$ cat src/rtl/bfmd_pkg.sv
// Shared types and constants for the 2x2 box-filter mip level downscaler.
`timescale 1ns / 1ps

package bfmd_pkg;

    localparam int CH_N  = 4;
    localparam int CH_W  = 8;
    localparam int SUM_W = CH_W + 1;
    localparam int CFG_W = 12;
    localparam int IDX_W = 2;
    localparam int CNT_CFG_W = 3;

    // Configuration register indexes.
    localparam logic [IDX_W-1:0] REG_SRC_WIDTH     = 2'd0;
    localparam logic [IDX_W-1:0] REG_SRC_HEIGHT    = 2'd1;
    localparam logic [IDX_W-1:0] REG_CHANNEL_COUNT = 2'd2;

    localparam logic [CFG_W-1:0]     RST_SRC_WIDTH     = 12'd2;
    localparam logic [CFG_W-1:0]     RST_SRC_HEIGHT    = 12'd2;
    localparam logic [CNT_CFG_W-1:0] RST_CHANNEL_COUNT = 3'd4;

    typedef logic [CH_W-1:0]  byte_t;
    typedef logic [SUM_W-1:0] sum9_t;

    // How the second stage turns the stored sums into output bytes.
    typedef enum logic [1:0] {
        MODE_PASS  = 2'd0,
        MODE_PAIR  = 2'd1,
        MODE_BLOCK = 2'd2
    } avg_mode_t;

    typedef struct packed {
        avg_mode_t                mode;
        logic [CH_N-1:0]          mask;
        logic [CH_N-1:0][SUM_W-1:0] hsum;
    } pair_sum_t;

endpackage

$ cat src/rtl/bfmd_reduce.sv
// Final averaging of the stored pair sums into output channel bytes.
`timescale 1ns / 1ps

module bfmd_reduce (
    input  bfmd_pkg::pair_sum_t                               pair_sum,
    input  logic [bfmd_pkg::CH_N-1:0][bfmd_pkg::SUM_W-1:0]    top_sum,
    output logic [bfmd_pkg::CH_N-1:0][bfmd_pkg::CH_W-1:0]     result
);
    import bfmd_pkg::*;

    always_comb begin
        logic [SUM_W:0] block_sum;
        logic [CH_W-1:0] val;
        for (int c = 0; c < CH_N; c++) begin
            block_sum = {1'b0, top_sum[c]} + {1'b0, pair_sum.hsum[c]};
            unique case (pair_sum.mode)
                MODE_PASS:  val = pair_sum.hsum[c][CH_W-1:0];
                MODE_PAIR:  val = pair_sum.hsum[c][SUM_W-1:1];
                MODE_BLOCK: val = block_sum[SUM_W:2];
                default:    val = '0;
            endcase
            result[c] = pair_sum.mask[c] ? val : '0;
        end
    end

endmodule

$ cat config.mk
export PLATFORM = sky130hd
export DESIGN_NAME = bfmd_reduce
export DESIGN_NICKNAME = d
export VERILOG_FILES = /design/src/rtl/bfmd_pkg.sv /design/src/rtl/bfmd_reduce.sv
export SDC_FILE = /design/constraint.sdc
export NUM_CORES = 1
export LEC_CHECK = 0
export ABC_AREA = 1
export BUFFER_PORTS_ARGS = -buffer_cell sky130_fd_sc_hd__buf_2
export CORE_ASPECT_RATIO = 0.8
export CORE_MARGIN = 2
export CORE_UTILIZATION = 40
export DETAILED_ROUTE_END_ITERATION = 8
export PLACE_DENSITY = 0.67
export SLEW_MARGIN = 20
export SYNTH_ARGS = -nofsm -noshare
export SYNTH_HDL_FRONTEND = slang
export SYNTH_SLANG_ARGS = --single-unit
$ cat constraint.sdc
create_clock -name vclk -period 1.57
set_input_delay 0 -clock vclk [all_inputs]
set_output_delay 0 -clock vclk [all_outputs]
set_load 0.05 [all_outputs]
# Yosys cells after proc, flatten, opt, wreduce, memory -nomap -nowiden
# Index checks and enable logic that the tools add are counted.
# op_classes
eq_ne	2
n_addsub	4
reduce_logical	1
mux	8
# ops
cell	n
$pmux W8 S3	4
$add A9 B9 Y10	4
$mux W8	4
$eq A2 B1 Y1 const B	1
$eq A2 B2 Y1 const B	1
$logic_not A2 Y1	1
# word_totals
inputBits	78
output_inout_bits	32
register_bits	0

# Logic depth before layout (Yosys ltp)
# logic_depth
word_depth	3
mapped_depth	10
mapped_depth_nobuf	10

# Worst setup path after synthesis
# No wires, ideal clock.
# synth_path
path_kind	in2out
from	in pair_sum[13] in the netlist's numbering
to	out result[13] in the netlist's numbering
path_buffers	0
arrival_time_ns	1.636
setup_slack_ns	-0.066
path_stages	8
cell_sequence	ha_1 a21oi_1 nor2_1 nor2_1 nand2_1 nand2_1 nand3_1 a21oi_1
# synth_rtl
element	line	source
start, declared	bfmd_reduce.sv:5	input bfmd_pkg::pair_sum_t pair_sum,
end, declared	bfmd_reduce.sv:7	output logic [bfmd_pkg::CH_N-1:0][bfmd_pkg::CH_W-1:0] result

==> impl_metrics.csv <==
group,metric,value,unit
global_routing,grt_usage,21.1,%
global_routing,gr-total-overflow,0,
cells_and_area,nFillCells,588,
timing,finalSetupViolations,0,
critical_path,worstPathCellList,"buf_2, ha_1, nand3_1, nand2_1, nand2_1, nand2_1, nand2_1, nand3_1, nand3_1, a21oi_1, buf_2",
critical_path,critPathLaunchType,"primary input",
timing,timing.final.crit_period,1.46,ns
power,p_sw,0.740,mW
floorplan,io_pins,110,
cells_and_area,syn_to_final_growth,32.6,%
routing,via_count,3028,
cells_and_area,clkbuf_count,0,
yosys,synth-seq-area-share,0,%
yosys,syn_nets,545,
power,clkPwrFrac,0,%
cells_and_area,layout_commonest_cell,"nand2_1",
cells_and_area,fin_area,2940,µm²
yosys,synth_area_leaders,"nand2_1 (22%), ha_1 (18%), inv_1 (13%), a21oi_1 (8.1%), nand3_1 (7.2%)",
yosys,avgSynthCellArea,5.10,µm²
power,combPwrFrac,100.0,%
floorplan,die_y,70.6,µm
place,placed_area,2870,µm²
yosys,synth_area_leader_cell,"nand2_1",
floorplan,die_area,6160,µm²
power,p_leak,1.75,nW
timing,fin_crit_sh,92.9,%
timing,worst_slew_pin_slew,0.406,ns
power,seq_power_share,0,%
critical_path,path_class,"primary input to primary output",
timing,fmax,0.686,GHz
cells_and_area,drive_above_1_share,26.7,%
routing,first_pass_iters,5,
floorplan,die_width,87.2,µm
floorplan,core,5410,µm²
yosys,ys_types,23,
power,intPower,0.404,mW
min_path,hp-class,"primary input to primary output",
critical_path,path_max_fanout,4,
critical_path,crit_buf_inv,2,
routing,dr.first_iter.drc_count,164,
critical_path,crit_path_frequent_cell,"nand2_1",
critical_path,cpPeakStageDelay,0.29,ns
timing,slew_violations,0,
job,cap_violations,0,
routing,wl,6910,µm
cells_and_area,seqCellArea,0,µm²
timing,hold_viol,0,
yosys,synth.top_cell.area_share,22.0,%
timing,grt_setup_unrepaired,"no",
power,swShare,64.7,%
yosys,synth_area,2220,µm²
critical_path,cp_data_required_time,1.57,ns
yosys,synth-warning-count,0,
run_status,outcome,"complete, no violations",
global_routing,grt_first_pass_wirelength,11200,µm
cells_and_area,antenna_cells,0,
global_routing,grt_pass1_vias,2601,
critical_path,critPathCaptureType,"primary output",
cells_and_area,nNetsFinal,655,
routing,detail_route.wl_per_cell,11.4,µm
routing,ant_nets,0,
routing,drc_errors,0,
floorplan,row_count,24,
cells_and_area,numSequentialCells,0,
critical_path,arrival,1.46,ns
routing,avgViaCountPerCell,4.98,
global_routing,grt_max_degree,21,
global_routing,antenna_found_initial,0,
place,gp_congestion,0.936,
yosys,syn-instance-count,435,
place,io_buffer_count,110,
place,hpwl,5820,µm
timing,fin_tns_setup,0,ns
critical_path,cpLargestDelayFamily,"simple AND/OR/NAND/NOR gates",
timing,slew-limit-headroom,72.9,%
critical_path,crit_slowest_cell,"ha_1",
floorplan,start_util,41.0,%
power,ir_worst_vdd,189,µV
power,power_density,389,nW/µm²
cells_and_area,most-common-layout-cells,"nand2_1 (129), buf_2 (99), inv_1 (79), nand3_1 (32), ha_1 (29)",
## through the flow
step | hold WS, ns | util [%] | total power [mW] | worst slack (ns) | std cells
3_3_place_gp | 0.455 | 53.1 | 1.09 | 0.112 | 607
2_1_floorplan | 0.297 | - | 0.809 | 0.00542 | 435
4_1_cts | 0.453 | 53.1 | 1.11 | 0.0909 | 607
6_report | 0.454 | 54.4 | 1.14 | 0.112 | 608
3_5_place_dp | 0.450 | 53.1 | 1.11 | 0.0969 | 607
5_1_grt | 0.471 | 54.4 | 1.27 | 0.00159 | 608
## layer usage
layer	up-vias	global-route usage, %	routed length, µm
met3	2	2.22	502
li1	1645	-	-
met4	0	0.513	14
met2	108	34.8	2900
met5	-	0	0
met1	1273	31.4	3490
## area by class of cell
| class | count | area [µm²] | area share [%] |
|---|---|---|---|
| multi-input combinational | 336 | 1890 | 64.3 |
| timing repair buffer | 117 | 631 | 21.5 |
| inverter | 90 | 338 | 11.5 |
| tap | 65 | 81.3 | 2.77 |
## power by group through the flow
stage | Clock (mW) | Sequential [mW] | Combinational, mW
after CTS | 0 | 0 | 1.11
after floorplan | 0 | 0 | 0.809
after global routing | 0 | 0 | 1.27
after detailed placement | 0 | 0 | 1.11
after global placement | 0 | 0 | 1.09
final | 0 | 0 | 1.14
## kinds of logic after synthesis
logic type                 synth area share (%)
and+or+nand+nor                            37.7
AOI/OAI and AO/OA                          26.6
buffers and inverters                      17.6
adders and majority gates                  18.1
## final timing paths
check | endpoint | slack [ns] | start | depth (start not counted)
max | result[28] | 0.11 | pair_sum[28] | 11
min | result[24] | 0.45 | pair_sum[27] | 4
## timing repair
action	4_1_cts	5_1_grt
setup buffers	0	1
endpoints found under the hold margin	0	0
hold buffers	0	0
setup endpoints to repair	0	14
gates resized for setup	0	22
## synthesized netlist by cell type (all sizes together)
cell type	number
nand4	4
or2	1
nor2	31
a21oi	39
inv	89
nand2	130
o21ai	23
o21bai	4
buf	9
a31oi	9
clkinv	1
ha	32
nand3b	4
nand3	32
o22ai	16
a21boi	11
## tightest hold or removal path: cells and delay by family
kind / cells / cell delay, ns
AO/OA/AOI/OAI: 1 / 0.07
AND/OR/NAND/NOR: 1 / 0.06
buffers and inverters: 2 / 0.32
No activity file was read; power rests on OpenSTA's default activity.
